--- src/rtl/elgamal_byte_verifier_top_assert.svh ---
// Assertion macros shared by the verifier modules.
// Depends on nothing; included by modules that check their own logic.
`ifndef ELGAMAL_BYTE_VERIFIER_TOP_ASSERT_SVH
`define ELGAMAL_BYTE_VERIFIER_TOP_ASSERT_SVH
// Implication checked on every clock edge outside reset.
`define EBV_ASSERT_IMP(label, clk, rst, ante, cons) \
   label: assert property (@(posedge clk) disable iff (rst) (ante) |-> (cons)) \
      else $error("assertion failed");
// Implication whose consequence is checked in the cycle after the antecedent.
`define EBV_ASSERT_NEXT(label, clk, rst, ante, cons) \
   label: assert property (@(posedge clk) disable iff (rst) (ante) |=> (cons)) \
      else $error("assertion failed");
`endif

--- src/rtl/ebv_pkg.sv ---
// Package for the byte-wise signature verifier: widths, payload types, states.
// Depends on nothing; used by every module of the block.
package ebv_pkg;
   localparam int unsigned ModBits     = 32;
   localparam int unsigned DigestBytes = 32;
   localparam int unsigned CountBits   = 6;
   localparam int unsigned MulCntBits  = $clog2(ModBits + 1);
   localparam logic [CountBits-1:0] CountMax = 6'd63;
   localparam logic [ModBits-1:0] ModulusReset   = 32'd30803;
   localparam logic [ModBits-1:0] GeneratorReset = 32'd2;
   localparam logic [ModBits-1:0] PublicReset    = 32'd1;
   localparam logic [1:0] RegModulus   = 2'd0;
   localparam logic [1:0] RegGenerator = 2'd1;
   localparam logic [1:0] RegPublic    = 2'd2;

   typedef struct packed {
      logic [7:0]         digest_byte;
      logic [ModBits-1:0] sig_r;
      logic [ModBits-1:0] sig_s;
      logic               last_pair;
   } req_payload_type;

   typedef struct packed {
      logic pair_ok;
      logic all_ok;
      logic final_res;
   } rsp_payload_type;

   typedef enum logic [1:0] {
      MUL_IDLE,
      MUL_RUN,
      MUL_DONE
   } mul_state_type;

   typedef enum logic [3:0] {
      SEQ_IDLE,
      SEQ_START,
      SEQ_G_RED,
      SEQ_LHS_MUL,
      SEQ_LHS_SQR,
      SEQ_Y_RED,
      SEQ_Y_MUL,
      SEQ_Y_SQR,
      SEQ_R_MUL,
      SEQ_R_SQR,
      SEQ_FINAL,
      SEQ_OUT
   } seq_state_type;

   // Request and answer between the sequencer and the multiplier.
   typedef struct packed {
      logic               start;
      logic [ModBits-1:0] a;
      logic [ModBits-1:0] b;
   } mul_req_type;

   typedef struct packed {
      logic               done;
      logic [ModBits-1:0] product;
   } mul_rsp_type;
endpackage

--- src/rtl/elgamal_byte_verifier_top.sv ---
// Top level of the byte-wise signature verifier: key registers and sequencer.
// Depends on ebv_pkg and ebv_seq.
//
// Use: write modulus, generator and public value over the csr_ port
// (byte addresses 0, 4, 8) while the block is idle; reads return them.
// Each req_ transfer carries one digest byte, its pair (r,s) and a last mark.
// One rsp_ transfer follows per request with the pair verdict, the running
// verdict and the end-of-message flag.
// Timing: a pair out of range goes from its transfer through the start and output
// states to the result register. Otherwise the generator is reduced and its
// exponentiation runs, then the public value is reduced and two more follow; each
// takes one multiply and one square per exponent bit on the shared bit-serial
// multiplier, and a final multiply ends the check. One item is in work at a time,
// and the next request is taken in the cycle after a result is loaded.
// Reset restores the key reset values, clears the pair count and sets the
// running verdict. While the receiver stalls, the result waits in its register;
// the next item is taken and worked on, but its result is held until that
// register is free, and no further request is taken meanwhile.
module elgamal_byte_verifier_top (
   input  logic                              clock,
   input  logic                              reset,
   input  logic                              req_valid,
   output logic                              req_ready,
   input  ebv_pkg::req_payload_type          req_data,
   output logic                              rsp_valid,
   input  logic                              rsp_ready,
   output ebv_pkg::rsp_payload_type          rsp_data,
   input  logic                              psel,
   input  logic                              penable,
   input  logic                              pwrite,
   input  logic [3:0]                        paddr,
   input  logic [31:0]                       pwdata,
   output logic [31:0]                       prdata,
   output logic                              pready
);
   logic [ebv_pkg::ModBits-1:0] mod_ff, gen_ff, pub_ff;
   logic                        wr_en;

   assign pready = 1'b1;
   assign wr_en  = psel && penable && pwrite;

   // Key register writes.
   always_ff @(posedge clock) begin
      if (reset) begin
         mod_ff <= ebv_pkg::ModulusReset;
         gen_ff <= ebv_pkg::GeneratorReset;
         pub_ff <= ebv_pkg::PublicReset;
      end else if (wr_en && paddr[1:0] == 2'b00) begin
         if (paddr[3:2] == ebv_pkg::RegModulus)   mod_ff <= pwdata;
         if (paddr[3:2] == ebv_pkg::RegGenerator) gen_ff <= pwdata;
         if (paddr[3:2] == ebv_pkg::RegPublic)    pub_ff <= pwdata;
      end
   end

   // Register read-back.
   always_comb begin
      unique case (paddr[3:2])
         ebv_pkg::RegModulus:   prdata = mod_ff;
         ebv_pkg::RegGenerator: prdata = gen_ff;
         ebv_pkg::RegPublic:    prdata = pub_ff;
         default:               prdata = '0;
      endcase
   end

   ebv_seq u_seq (
      .clock        (clock),
      .reset        (reset),
      .modulus      (mod_ff),
      .generator    (gen_ff),
      .public_value (pub_ff),
      .req_valid    (req_valid),
      .req_ready    (req_ready),
      .req_data     (req_data),
      .rsp_valid    (rsp_valid),
      .rsp_ready    (rsp_ready),
      .rsp_data     (rsp_data)
   );
endmodule

--- src/rtl/ebv_modmul.sv ---
// Bit-serial modular multiplier: (a*b) mod p, one bit of b per cycle.
// Depends on ebv_pkg and the assertion macro header.
`include "elgamal_byte_verifier_top_assert.svh"
module ebv_modmul (
   input  logic                                clock,
   input  logic                                reset,
   input  logic [ebv_pkg::ModBits-1:0]         modulus,
   input  ebv_pkg::mul_req_type                mul_req,
   output ebv_pkg::mul_rsp_type                mul_rsp
);
   ebv_pkg::mul_state_type state_ff, state_in;
   logic [ebv_pkg::ModBits-1:0] acc_ff, acc_in;
   logic [ebv_pkg::ModBits-1:0] mcand_ff, mcand_in;
   logic [ebv_pkg::ModBits-1:0] mplier_ff, mplier_in;
   logic [ebv_pkg::MulCntBits-1:0] cnt_ff, cnt_in;
   logic [ebv_pkg::ModBits:0]   dbl, dbl_red, add_sum;
   logic [ebv_pkg::ModBits-1:0] acc_step;

   // Double then conditionally add; each value stays below p.
   always_comb begin
      dbl      = {acc_ff, 1'b0};
      dbl_red  = (dbl >= {1'b0, modulus}) ? dbl - {1'b0, modulus} : dbl;
      add_sum  = dbl_red + {1'b0, mcand_ff};
      if (mplier_ff[ebv_pkg::ModBits-1]) begin
         acc_step = (add_sum >= {1'b0, modulus}) ?
                    ebv_pkg::ModBits'(add_sum - {1'b0, modulus}) :
                    ebv_pkg::ModBits'(add_sum);
      end else begin
         acc_step = ebv_pkg::ModBits'(dbl_red);
      end
   end

   // Next state.
   always_comb begin
      state_in = state_ff;
      unique case (state_ff)
         ebv_pkg::MUL_IDLE: if (mul_req.start) state_in = ebv_pkg::MUL_RUN;
         ebv_pkg::MUL_RUN:  if (cnt_ff == ebv_pkg::MulCntBits'(1)) state_in = ebv_pkg::MUL_DONE;
         ebv_pkg::MUL_DONE: state_in = ebv_pkg::MUL_IDLE;
         default:           state_in = ebv_pkg::MUL_IDLE;
      endcase
   end

   // Datapath updates.
   always_comb begin
      acc_in    = acc_ff;
      mcand_in  = mcand_ff;
      mplier_in = mplier_ff;
      cnt_in    = cnt_ff;
      unique case (state_ff)
         ebv_pkg::MUL_IDLE: begin
            acc_in    = '0;
            mcand_in  = mul_req.a;
            mplier_in = mul_req.b;
            cnt_in    = ebv_pkg::MulCntBits'(ebv_pkg::ModBits);
         end
         ebv_pkg::MUL_RUN: begin
            acc_in    = acc_step;
            mplier_in = {mplier_ff[ebv_pkg::ModBits-2:0], 1'b0};
            cnt_in    = cnt_ff - ebv_pkg::MulCntBits'(1);
         end
         default: ;
      endcase
   end

   // Outputs.
   always_comb begin
      mul_rsp.done    = (state_ff == ebv_pkg::MUL_DONE);
      mul_rsp.product = acc_ff;
   end

   always_ff @(posedge clock) begin
      if (reset) begin
         state_ff <= ebv_pkg::MUL_IDLE;
         cnt_ff   <= '0;
      end else begin
         state_ff <= state_in;
         cnt_ff   <= cnt_in;
      end
      acc_ff    <= acc_in;
      mcand_ff  <= mcand_in;
      mplier_ff <= mplier_in;
   end

   `EBV_ASSERT_IMP(a_acc_reduced, clock, reset, state_ff == ebv_pkg::MUL_DONE, acc_ff < modulus)
   `EBV_ASSERT_NEXT(a_done_once, clock, reset, state_ff == ebv_pkg::MUL_DONE, !mul_rsp.done)
   `EBV_ASSERT_IMP(a_cnt_live, clock, reset, state_ff == ebv_pkg::MUL_RUN, cnt_ff != '0)
endmodule

--- src/rtl/ebv_seq.sv ---
// Sequencer: three square-and-multiply exponentiations and the final check.
// Depends on ebv_pkg, ebv_modmul and the assertion macro header.
`include "elgamal_byte_verifier_top_assert.svh"
module ebv_seq (
   input  logic                              clock,
   input  logic                              reset,
   input  logic [ebv_pkg::ModBits-1:0]       modulus,
   input  logic [ebv_pkg::ModBits-1:0]       generator,
   input  logic [ebv_pkg::ModBits-1:0]       public_value,
   input  logic                              req_valid,
   output logic                              req_ready,
   input  ebv_pkg::req_payload_type          req_data,
   output logic                              rsp_valid,
   input  logic                              rsp_ready,
   output ebv_pkg::rsp_payload_type          rsp_data
);
   ebv_pkg::seq_state_type state_ff, state_in;
   ebv_pkg::req_payload_type item_ff, item_in;
   logic [ebv_pkg::ModBits-1:0] base_ff, base_in, acc_ff, acc_in, exp_ff, exp_in;
   logic [ebv_pkg::ModBits-1:0] lhs_ff, lhs_in, yr_ff, yr_in;
   logic         ok_ff, ok_in;
   logic [ebv_pkg::CountBits-1:0] count_ff, count_in;
   logic         run_ff, run_in;
   logic         rv_ff, rv_in;
   ebv_pkg::rsp_payload_type out_ff, out_in;
   ebv_pkg::mul_req_type mreq;
   ebv_pkg::mul_rsp_type mrsp;
   logic         in_range, mul_phase, sqr_phase, red_phase, exp_last, fin_ok, all_v;
   logic [ebv_pkg::CountBits-1:0] count_inc;

   ebv_modmul u_mul (
      .clock   (clock),
      .reset   (reset),
      .modulus (modulus),
      .mul_req (mreq),
      .mul_rsp (mrsp)
   );

   assign in_range = (modulus >= ebv_pkg::ModBits'(3)) && (item_ff.sig_r != '0) &&
                     (item_ff.sig_r < modulus) && (item_ff.sig_s != '0) &&
                     (item_ff.sig_s < modulus - ebv_pkg::ModBits'(1));
   assign mul_phase = (state_ff == ebv_pkg::SEQ_LHS_MUL) || (state_ff == ebv_pkg::SEQ_Y_MUL) ||
                      (state_ff == ebv_pkg::SEQ_R_MUL) || (state_ff == ebv_pkg::SEQ_FINAL);
   assign sqr_phase = (state_ff == ebv_pkg::SEQ_LHS_SQR) || (state_ff == ebv_pkg::SEQ_Y_SQR) ||
                      (state_ff == ebv_pkg::SEQ_R_SQR);
   assign red_phase = (state_ff == ebv_pkg::SEQ_G_RED) || (state_ff == ebv_pkg::SEQ_Y_RED);
   // The exponent is used up once no bit remains above the one just consumed.
   assign exp_last  = (exp_ff[ebv_pkg::ModBits-1:1] == '0);
   assign fin_ok    = (mrsp.product == lhs_ff);
   assign count_inc = (count_ff < ebv_pkg::CountMax) ? count_ff + 1'b1 : count_ff;

   // Multiplier request: multiply step is acc*base, square step is base*base.
   // A key value is brought below p by multiplying it by one.
   always_comb begin
      mreq.a     = sqr_phase ? base_ff : acc_ff;
      mreq.b     = base_ff;
      mreq.start = 1'b0;
      if (state_ff == ebv_pkg::SEQ_G_RED) mreq.b = generator;
      if (state_ff == ebv_pkg::SEQ_Y_RED) mreq.b = public_value;
      if (state_ff == ebv_pkg::SEQ_FINAL) begin
         mreq.a = yr_ff;
         mreq.b = acc_ff;
      end
      if ((mul_phase || sqr_phase || red_phase) && !mrsp.done) mreq.start = 1'b1;
   end

   // Next state.
   always_comb begin
      state_in = state_ff;
      unique case (state_ff)
         ebv_pkg::SEQ_IDLE: if (req_valid) state_in = ebv_pkg::SEQ_START;
         ebv_pkg::SEQ_START: state_in = in_range ? ebv_pkg::SEQ_G_RED : ebv_pkg::SEQ_OUT;
         ebv_pkg::SEQ_G_RED: if (mrsp.done) state_in = ebv_pkg::SEQ_LHS_MUL;
         ebv_pkg::SEQ_LHS_MUL: if (mrsp.done) state_in = ebv_pkg::SEQ_LHS_SQR;
         ebv_pkg::SEQ_LHS_SQR: if (mrsp.done) state_in = exp_last ? ebv_pkg::SEQ_Y_RED
                                                                   : ebv_pkg::SEQ_LHS_MUL;
         ebv_pkg::SEQ_Y_RED: if (mrsp.done) state_in = ebv_pkg::SEQ_Y_MUL;
         ebv_pkg::SEQ_Y_MUL: if (mrsp.done) state_in = ebv_pkg::SEQ_Y_SQR;
         ebv_pkg::SEQ_Y_SQR: if (mrsp.done) state_in = exp_last ? ebv_pkg::SEQ_R_MUL
                                                                 : ebv_pkg::SEQ_Y_MUL;
         ebv_pkg::SEQ_R_MUL: if (mrsp.done) state_in = ebv_pkg::SEQ_R_SQR;
         ebv_pkg::SEQ_R_SQR: if (mrsp.done) state_in = exp_last ? ebv_pkg::SEQ_FINAL
                                                                 : ebv_pkg::SEQ_R_MUL;
         ebv_pkg::SEQ_FINAL: if (mrsp.done) state_in = ebv_pkg::SEQ_OUT;
         ebv_pkg::SEQ_OUT: if (!rv_ff || rsp_ready) state_in = ebv_pkg::SEQ_IDLE;
         default: state_in = ebv_pkg::SEQ_IDLE;
      endcase
   end

   // Datapath and verdict bookkeeping.
   always_comb begin
      item_in  = item_ff;
      base_in  = base_ff;
      acc_in   = acc_ff;
      exp_in   = exp_ff;
      lhs_in   = lhs_ff;
      yr_in    = yr_ff;
      ok_in    = ok_ff;
      count_in = count_ff;
      run_in   = run_ff;
      rv_in    = rv_ff;
      out_in   = out_ff;
      all_v    = run_ff && ok_ff;
      if (rv_ff && rsp_ready) rv_in = 1'b0;
      unique case (state_ff)
         ebv_pkg::SEQ_IDLE: begin
            if (req_valid) item_in = req_data;
         end
         ebv_pkg::SEQ_START: begin
            ok_in   = 1'b0;
            acc_in  = ebv_pkg::ModBits'(1);
            exp_in  = ebv_pkg::ModBits'(item_ff.digest_byte);
         end
         ebv_pkg::SEQ_G_RED, ebv_pkg::SEQ_Y_RED: begin
            if (mrsp.done) base_in = mrsp.product;
         end
         ebv_pkg::SEQ_LHS_MUL, ebv_pkg::SEQ_Y_MUL, ebv_pkg::SEQ_R_MUL: begin
            if (mrsp.done && exp_ff[0]) acc_in = mrsp.product;
         end
         ebv_pkg::SEQ_LHS_SQR, ebv_pkg::SEQ_Y_SQR, ebv_pkg::SEQ_R_SQR: begin
            if (mrsp.done) begin
               base_in = mrsp.product;
               exp_in  = exp_ff >> 1;
               if (exp_last) begin
                  // Exponent used up: store this power, load the next one.
                  acc_in = ebv_pkg::ModBits'(1);
                  unique case (state_ff)
                     ebv_pkg::SEQ_LHS_SQR: begin
                        lhs_in  = acc_ff;
                        exp_in  = item_ff.sig_r;
                     end
                     ebv_pkg::SEQ_Y_SQR: begin
                        yr_in   = acc_ff;
                        base_in = item_ff.sig_r;
                        exp_in  = item_ff.sig_s;
                     end
                     default: acc_in = acc_ff;
                  endcase
               end
            end
         end
         ebv_pkg::SEQ_FINAL: begin
            if (mrsp.done) ok_in = fin_ok;
         end
         ebv_pkg::SEQ_OUT: begin
            if (!rv_ff || rsp_ready) begin
               rv_in = 1'b1;
               out_in.pair_ok   = ok_ff;
               out_in.final_res = item_ff.last_pair;
               if (item_ff.last_pair) begin
                  out_in.all_ok = all_v &&
                     (count_inc == ebv_pkg::CountBits'(ebv_pkg::DigestBytes));
                  count_in = '0;
                  run_in   = 1'b1;
               end else begin
                  out_in.all_ok = all_v;
                  count_in = count_inc;
                  run_in   = all_v;
               end
            end
         end
         default: ;
      endcase
   end

   assign req_ready = (state_ff == ebv_pkg::SEQ_IDLE);
   assign rsp_valid = rv_ff;
   assign rsp_data  = out_ff;

   always_ff @(posedge clock) begin
      if (reset) begin
         state_ff <= ebv_pkg::SEQ_IDLE;
         count_ff <= '0;
         run_ff   <= 1'b1;
         rv_ff    <= 1'b0;
      end else begin
         state_ff <= state_in;
         count_ff <= count_in;
         run_ff   <= run_in;
         rv_ff    <= rv_in;
      end
      item_ff <= item_in;
      base_ff <= base_in;
      acc_ff  <= acc_in;
      exp_ff  <= exp_in;
      lhs_ff  <= lhs_in;
      yr_ff   <= yr_in;
      ok_ff   <= ok_in;
      out_ff  <= out_in;
   end

   `EBV_ASSERT_IMP(a_ready_idle, clock, reset, req_ready, state_ff == ebv_pkg::SEQ_IDLE)
   `EBV_ASSERT_NEXT(a_out_loads, clock, reset, state_ff == ebv_pkg::SEQ_OUT && state_in == ebv_pkg::SEQ_IDLE, rsp_valid)
   `EBV_ASSERT_IMP(a_pass_range, clock, reset, rsp_valid && rsp_data.all_ok, rsp_data.pair_ok)
endmodule

--- config.mk ---
export PLATFORM = sky130hd
export DESIGN_NAME = elgamal_byte_verifier_top
export DESIGN_NICKNAME = d
export VERILOG_FILES = /design/src/rtl/ebv_pkg.sv /design/src/rtl/elgamal_byte_verifier_top.sv /design/src/rtl/ebv_modmul.sv /design/src/rtl/ebv_seq.sv
export VERILOG_INCLUDE_DIRS = /design/src /design/src/rtl
export SDC_FILE = /design/constraint.sdc
export NUM_CORES = 1
export LEC_CHECK = 0
export ABC_AREA = 0
export BUFFER_PORTS_ARGS = -buffer_cell sky130_fd_sc_hd__buf_2
export CAP_MARGIN = 5
export CELL_PAD_IN_SITES_DETAIL_PLACEMENT = 1
export CELL_PAD_IN_SITES_GLOBAL_PLACEMENT = 1
export CORE_MARGIN = 5
export CORE_UTILIZATION = 50
export CTS_BUF_LIST = sky130_fd_sc_hd__clkbuf_8
export DETAILED_ROUTE_END_ITERATION = 6
export GPL_TIMING_DRIVEN = 0
export PLACE_DENSITY = 0.84
export SKIP_CTS_REPAIR_TIMING = 1
export SLEW_MARGIN = 10
export SYNTH_ARGS = -nofsm -noshare
export SYNTH_HDL_FRONTEND = slang
export SYNTH_SLANG_ARGS = --single-unit
--- constraint.sdc ---
create_clock -name clock -period 7.59 [get_ports clock]
set_input_delay 2.277 -clock clock [delete_from_list [all_inputs] [get_ports clock]]
set_output_delay 2.277 -clock clock [all_outputs]
set_load 0.01 [all_outputs]
# Word-level counts from Yosys, hierarchy flattened
# Cells that the tools add are included.
# W data, S select, Z words.
[word_totals] out_inout_bits=38 input_bits=116 register_bits=449
[classes] n_addsub=6 n_reduce_logical=52 mux=54 n_eq_ne=36 order_cmp=6
[ops] op="$mux W32" n=15
[ops] op="$pmux W32 S2" n=5
[ops] op="$pmux W32 S3" n=2
[ops] op="$ge A33 B32 Y1" n=2
[ops] op="$lt A32 B32 Y1" n=2
[ops] op="$mux W64" n=1
[ops] op="$reduce_bool A32 Y1" n=2
[ops] op="$mux W4" n=13
[ops] op="$pmux W4 S12" n=1
[ops] op="$add A33 B32 Y33" n=1
[ops] op="$mux W33" n=1
[ops] op="$sub A33 B32 Y33" n=1
[ops] op="$eq A32 B32 Y1" n=1
[ops] op="$ge A32 B2 Y1 const B" n=1
[ops] op="$sub A32 B1 Y32 const B" n=1
[ops] op="$sub A32 B32 Y32" n=1
[ops] op="$logic_not A31 Y1" n=1
[ops] op="$ne A2 B1 Y1 const B" n=15
[ops] op="$eq A4 B3 Y1 const B" n=4
[ops] op="$eq A4 B4 Y1 const B" n=4
[ops] op="$reduce_and A2 Y1" n=8
[ops] op="$logic_and A1 B1 Y1" n=12
[ops] op="$mux W6" n=2
[ops] op="$pmux W6 S2" n=1
[ops] op="27 further kinds" n=57

# Longest topological paths before layout
[logic_depth] depth_word=10 ltp_mapped=36 depth_no_buf=31

# Hierarchy
# From an unflattened synthesis, not the netlist that was laid out.
[hier_totals] cells_unflattened=2784 area_unflattened_um2=27701.6
[by_module_without_submodules] module="ebv_seq" cells_per_inst=1151 instances=1 area_each_um2=13394.1
[by_module_without_submodules] module="ebv_modmul" cells_per_inst=1160 instances=1 area_each_um2=9730.6
[by_module_without_submodules] module="elgamal_byte_verifier_top" cells_per_inst=473 instances=1 area_each_um2=4576.9

# Least setup slack after synthesis
# Ideal clock, no wire load.
[synth_timing] path_kind="reg2reg" start="reg mod_ff[26] (netlist bit)" end="reg u_seq.u_mul.acc_ff[29] (netlist bit), data pin" setup_slack_ns=0.660 arrival_time_ns=6.670 period_less_slack_ns=6.930 path_buffers=3 path_stages_with_launch=33 required_time_ns=7.330 path_cell_list="dfxtp_1 > inv_1 > ha_1 > a21oi_1 > o21ai_1 > a2111oi_0 > o221ai_1 > a21oi_1 > clkbuf_1 > clkbuf_1 > mux2i_1 > inv_1 > ha_1 > a21oi_1 > o211ai_1 > a31oi_1 > o21ai_1 > a21oi_1 > nand2_1 > a31oi_1 > xnor2_1 > ha_1 > a21o_1 > a21oi_1 > nor2b_1 > a32oi_1 > o21ai_1 > o21ai_0 > o21a_1 > a21oi_2 > buf_6 > mux2i_1 > a2bb2o_1"
[synth_via] elab_chain_len=7
[synth_rtl] element="start, declared" line="elgamal_byte_verifier_top.sv:36" text="logic [ebv_pkg::ModBits-1:0] mod_ff, gen_ff, pub_ff;"
[synth_rtl] element="start signal, assigned" line="elgamal_byte_verifier_top.sv:45" text="mod_ff <= ebv_pkg::ModulusReset;"
[synth_rtl] element="start signal, assigned" line="elgamal_byte_verifier_top.sv:49" text="if (paddr[3:2] == ebv_pkg::RegModulus) mod_ff <= pwdata;"
[synth_rtl] element="$sub A33 B32 Y33 / $ge A33 B32 Y1 (equally long branches)" line="ebv_modmul.sv:22" text="dbl_red = (dbl >= {1'b0, modulus}) ? dbl - {1'b0, modulus} : dbl;"
[synth_rtl] element="$mux W33" line="ebv_modmul.sv:22"
[synth_rtl] element="$add A33 B32 Y33" line="ebv_modmul.sv:23" text="add_sum = dbl_red + {1'b0, mcand_ff};"
[synth_rtl] element="$sub A32 B32 Y32 / $ge A33 B32 Y1 (equally long branches)" line="ebv_modmul.sv:26, ebv_modmul.sv:25"
[synth_rtl] element="$mux W32" line="ebv_modmul.sv:25" text="acc_step = (add_sum >= {1'b0, modulus}) ?"
[synth_rtl] element="$mux W32 (*)" line="ebv_modmul.sv:24" text="if (mplier_ff[ebv_pkg::ModBits-1]) begin"
[synth_rtl] element="$pmux W32 S2 (*)" line="ebv_modmul.sv:50" text="unique case (state_ff)"
[synth_rtl] element="end signal, assigned" line="ebv_modmul.sv:80" text="acc_ff <= acc_in;"
[synth_rtl] element="end, declared" line="ebv_modmul.sv:12" text="logic [ebv_pkg::ModBits-1:0] acc_ff, acc_in;"
# Mark *: on every way between the ends. The rest lies on a longest branch, timed or not.
# A chain may end at the register's enable or synchronous reset.

# Worst setup path after layout
[layout_timing] start="reg mod_ff[20] (netlist bit)" end="reg u_seq.u_mul.acc_ff[17] (netlist bit), data pin"
[layout_via] elab_chain_len=7
[layout_rtl] element="$sub A33 B32 Y33 / $ge A33 B32 Y1 (equally long branches)" line="ebv_modmul.sv:22"
[layout_rtl] element="$mux W33" line="ebv_modmul.sv:22"
[layout_rtl] element="$add A33 B32 Y33" line="ebv_modmul.sv:23"
[layout_rtl] element="$ge A33 B32 Y1 / $sub A32 B32 Y32 (equally long branches)" line="ebv_modmul.sv:25, ebv_modmul.sv:26"
[layout_rtl] element="$mux W32" line="ebv_modmul.sv:25"
[layout_rtl] element="$mux W32 (*)" line="ebv_modmul.sv:24"
[layout_rtl] element="$pmux W32 S2 (*)" line="ebv_modmul.sv:50"
# Marked as above.

==> impl_results.md <==
* Peak fanout along the critical path at 10
* CP arrival at 7.99 ns
* Grt total ovfl at 0
* Avg Vias per Cell at roughly 6.6
* Antenna fix cells at 0
* Layout filler cell count at just under 6000
* Antenna violations before repair at 3
* Design area at 31130 um^2
* Main synth FF type: edfxtp_1
* Share of post-route cells with drive strength above 1 at 0.1724
* DIE AREA at 57940 um^2
* Vias at 24828
* Initial Util at 0.5054
* CP Class: reg -> reg
* R2R Setup Slk at about 0.0045 ns
* Setup Skew at 0.03561 ns
* Number of remaining DRC errors at 0
* CTS tree: built
* Worst-path clk slew at 0.06 ns
* Hold-critical path endpoint: u_seq.rsp_data[0]
* Max reg flops at 73
* Clock sink total at 449
* Die X at 240.7 um
* Biggest register: u_seq.item_ff
* Crit path buffers/inverters at 7
* Layout Utilization at 0.5912
* GRT Total Usage at 0.3527
* Syn Nets at 3000
* FF-to-FF path depth at 34
* Critical register-to-register path endpoint: u_seq.u_mul.acc_ff[17]
* Clock Path Buffers at 3
* Yosys top cell by area: edfxtp_1
* Sequential element share of the synthesized area at 0.4630
* Hold path cells at 0
* CTS H-tree lvls at 3
* Top cells by area, synth: edfxtp_1 (38%), dfxtp_1 (8.7%), ha_1 (7.7%)
* Unique masters post-synth at 81
* Iter 0 DRT Violations at 2759
* TNS Setup at 0 ns
* Minimum clock period at 7.585 ns
* Placed Area at 28480 um^2
* Top cell type's share of synthesized area at 0.3758
* Core area at 52660 um^2
* CP peak stage delay at around 0.44 ns
* Worst slew margin at 0.1838
* Mapped Cells at 2718
* FP Rows at 84
* Outcome: finished, final reports clean
* Reg2reg start: mod_ff[20]
* Worst hold margin at 0.4610 ns
* Final Hold Fails at 0
* CP required at 7.99 ns
* Final nets at 3304
* DRT antenna net count at 0
* First-pass GRT wire length at ~150000 um
* CP top delay family: compound AO/OA/AOI/OAI gates
* Area growth, synth to finish at 16.97%
* Port bufs at 149
* Synthesis warning total at 0
* HP Class: reg -> reg
* Synthesis-stage register bit count at 449
* Final Setup Violations at 0
* Mapped Area at 26610 um^2
* Final period utilization at 0.9994
* Fin. max-slew vios at 0
* Clk_lat worst skew at 0.69 ns
* Routability cong. at around 1
* Root buf cell: clkbuf_8
* Max_cap viols at 0
* Die H at 240.7 um
* Worst setup EP type: flop
* I/O Pins at between 150 and 200
* Post-synth EDFFs at 333
* Commonest non-fill, non-tap cell in the layout: nand2_1
* Actual slew at the worst max-slew pin at roughly 1.2 ns
* Hold Crit Start: u_seq.item_ff[0]
* Vias in the first global route at approximately 25000
* 1st-pass router iterations at 7
* Crit start category: flop
* Drt total wl at ~110000 um
* Fmax at approximately 130 MHz
* Total CTS buffers at 80
* CP max stage cell: dfxtp_4
* DP HPWL at 83140 um
* Syn_area_per_cell at 9.791 um^2
* CP Depth at 34
* Detailed-route wire length per cell at 28.79 um
* Post-synth ARST share at 0
* Commonest cells after routing, fill and taps aside: nand2_1 (389), edfxtp_1 (333), a21oi_1 (246)
* Largest net degree at the start of global routing at 73
how the worst max path moves through the flow:
stage,startpoint,endpoint,slack [ns]
3_5_place_dp,mod_ff[20],u_seq.u_mul.acc_ff[17],-1.91
4_1_cts,mod_ff[20],u_seq.u_mul.acc_ff[17],-1.96
5_1_grt,mod_ff[20],u_seq.u_mul.acc_ff[17],-0.29
6_report,mod_ff[20],u_seq.u_mul.acc_ff[17],0.005
2_1_floorplan,mod_ff[26],u_seq.u_mul.acc_ff[29],0.66
3_3_place_gp,mod_ff[20],u_seq.u_mul.acc_ff[17],-1.69
synthesized netlist by cell type, types with 11 or more instances:
library cell	count
mux2_2	35
a211oi_1	54
nand4_1	36
a211o_1	14
o21bai_1	11
inv_1	86
nor3_1	44
a221oi_1	21
nor2b_1	55
o211ai_1	17
a31oi_1	21
and3_1	16
a222oi_1	15
nand2b_1	21
nor2_1	156
mux2i_1	124
o21a_1	13
ha_1	163
a21oi_1	258
xor2_1	35
dfxtp_1	116
a21o_1	47
and2_1	12
o21ai_0	186
buf_1	13
nand3_1	31
xnor2_1	106
edfxtp_1	333
nand2_1	390
clkbuf_1	117
nor4_1	39
cell type report:
cell class / count / area [um^2] / share of cell area
buffer: 131 / 588.1 / 0.01889
clock inverter: 57 / 264.0 / 0.008481
inverter: 86 / 381.6 / 0.01226
multi-input combinational: 2044 / 14000 / 0.4496
sequential: 449 / 12380 / 0.3977
clock buffer: 88 / 1211 / 0.03891
tap: 688 / 860.8 / 0.02765
timing repair buffer: 230 / 1445 / 0.04643
metal layers:
| metal | track usage | vias up | part of all wire |
|---|---|---|---|
| met2 | 0.5833 | 1419 | 0.47 |
| met4 | 0.1769 | 2 | 0.061 |
| li1 | - | 10656 | - |
| met1 | 0.4385 | 12368 | 0.38 |
| met5 | 0 | - | 0.000092 |
| met3 | 0.07748 | 383 | 0.091 |
through the flow:
step / setup slack [ns] / instances
global placement: -1.687 / 3555
detailed placement: -1.912 / 3569
finish: 0.004503 / 3773
CTS: -1.964 / 3714
floorplan: 0.6602 / 2718
global route: -0.2907 / 3773
cell families (layout without fill, tap and decap cells):
kind of cell | count (synthesis) | in the layout | share of synthesized area
AO/OA/AOI/OAI | 746 | 746 | 0.1737
XOR/XNOR | 141 | 141 | 0.04641
adder cells (fa/ha/maj) | 166 | 166 | 0.07889
buffers and inverters | 225 | 592 | 0.03385
flip-flops | 449 | 449 | 0.4630
multiplexers | 159 | 159 | 0.06145
other | 1 | 1 | 0.0001409
AND/OR/NAND/NOR | 831 | 831 | 0.1426
Power is not shown: default switching activity piles up to over one toggle a cycle in this logic, so the estimate is an artifact.
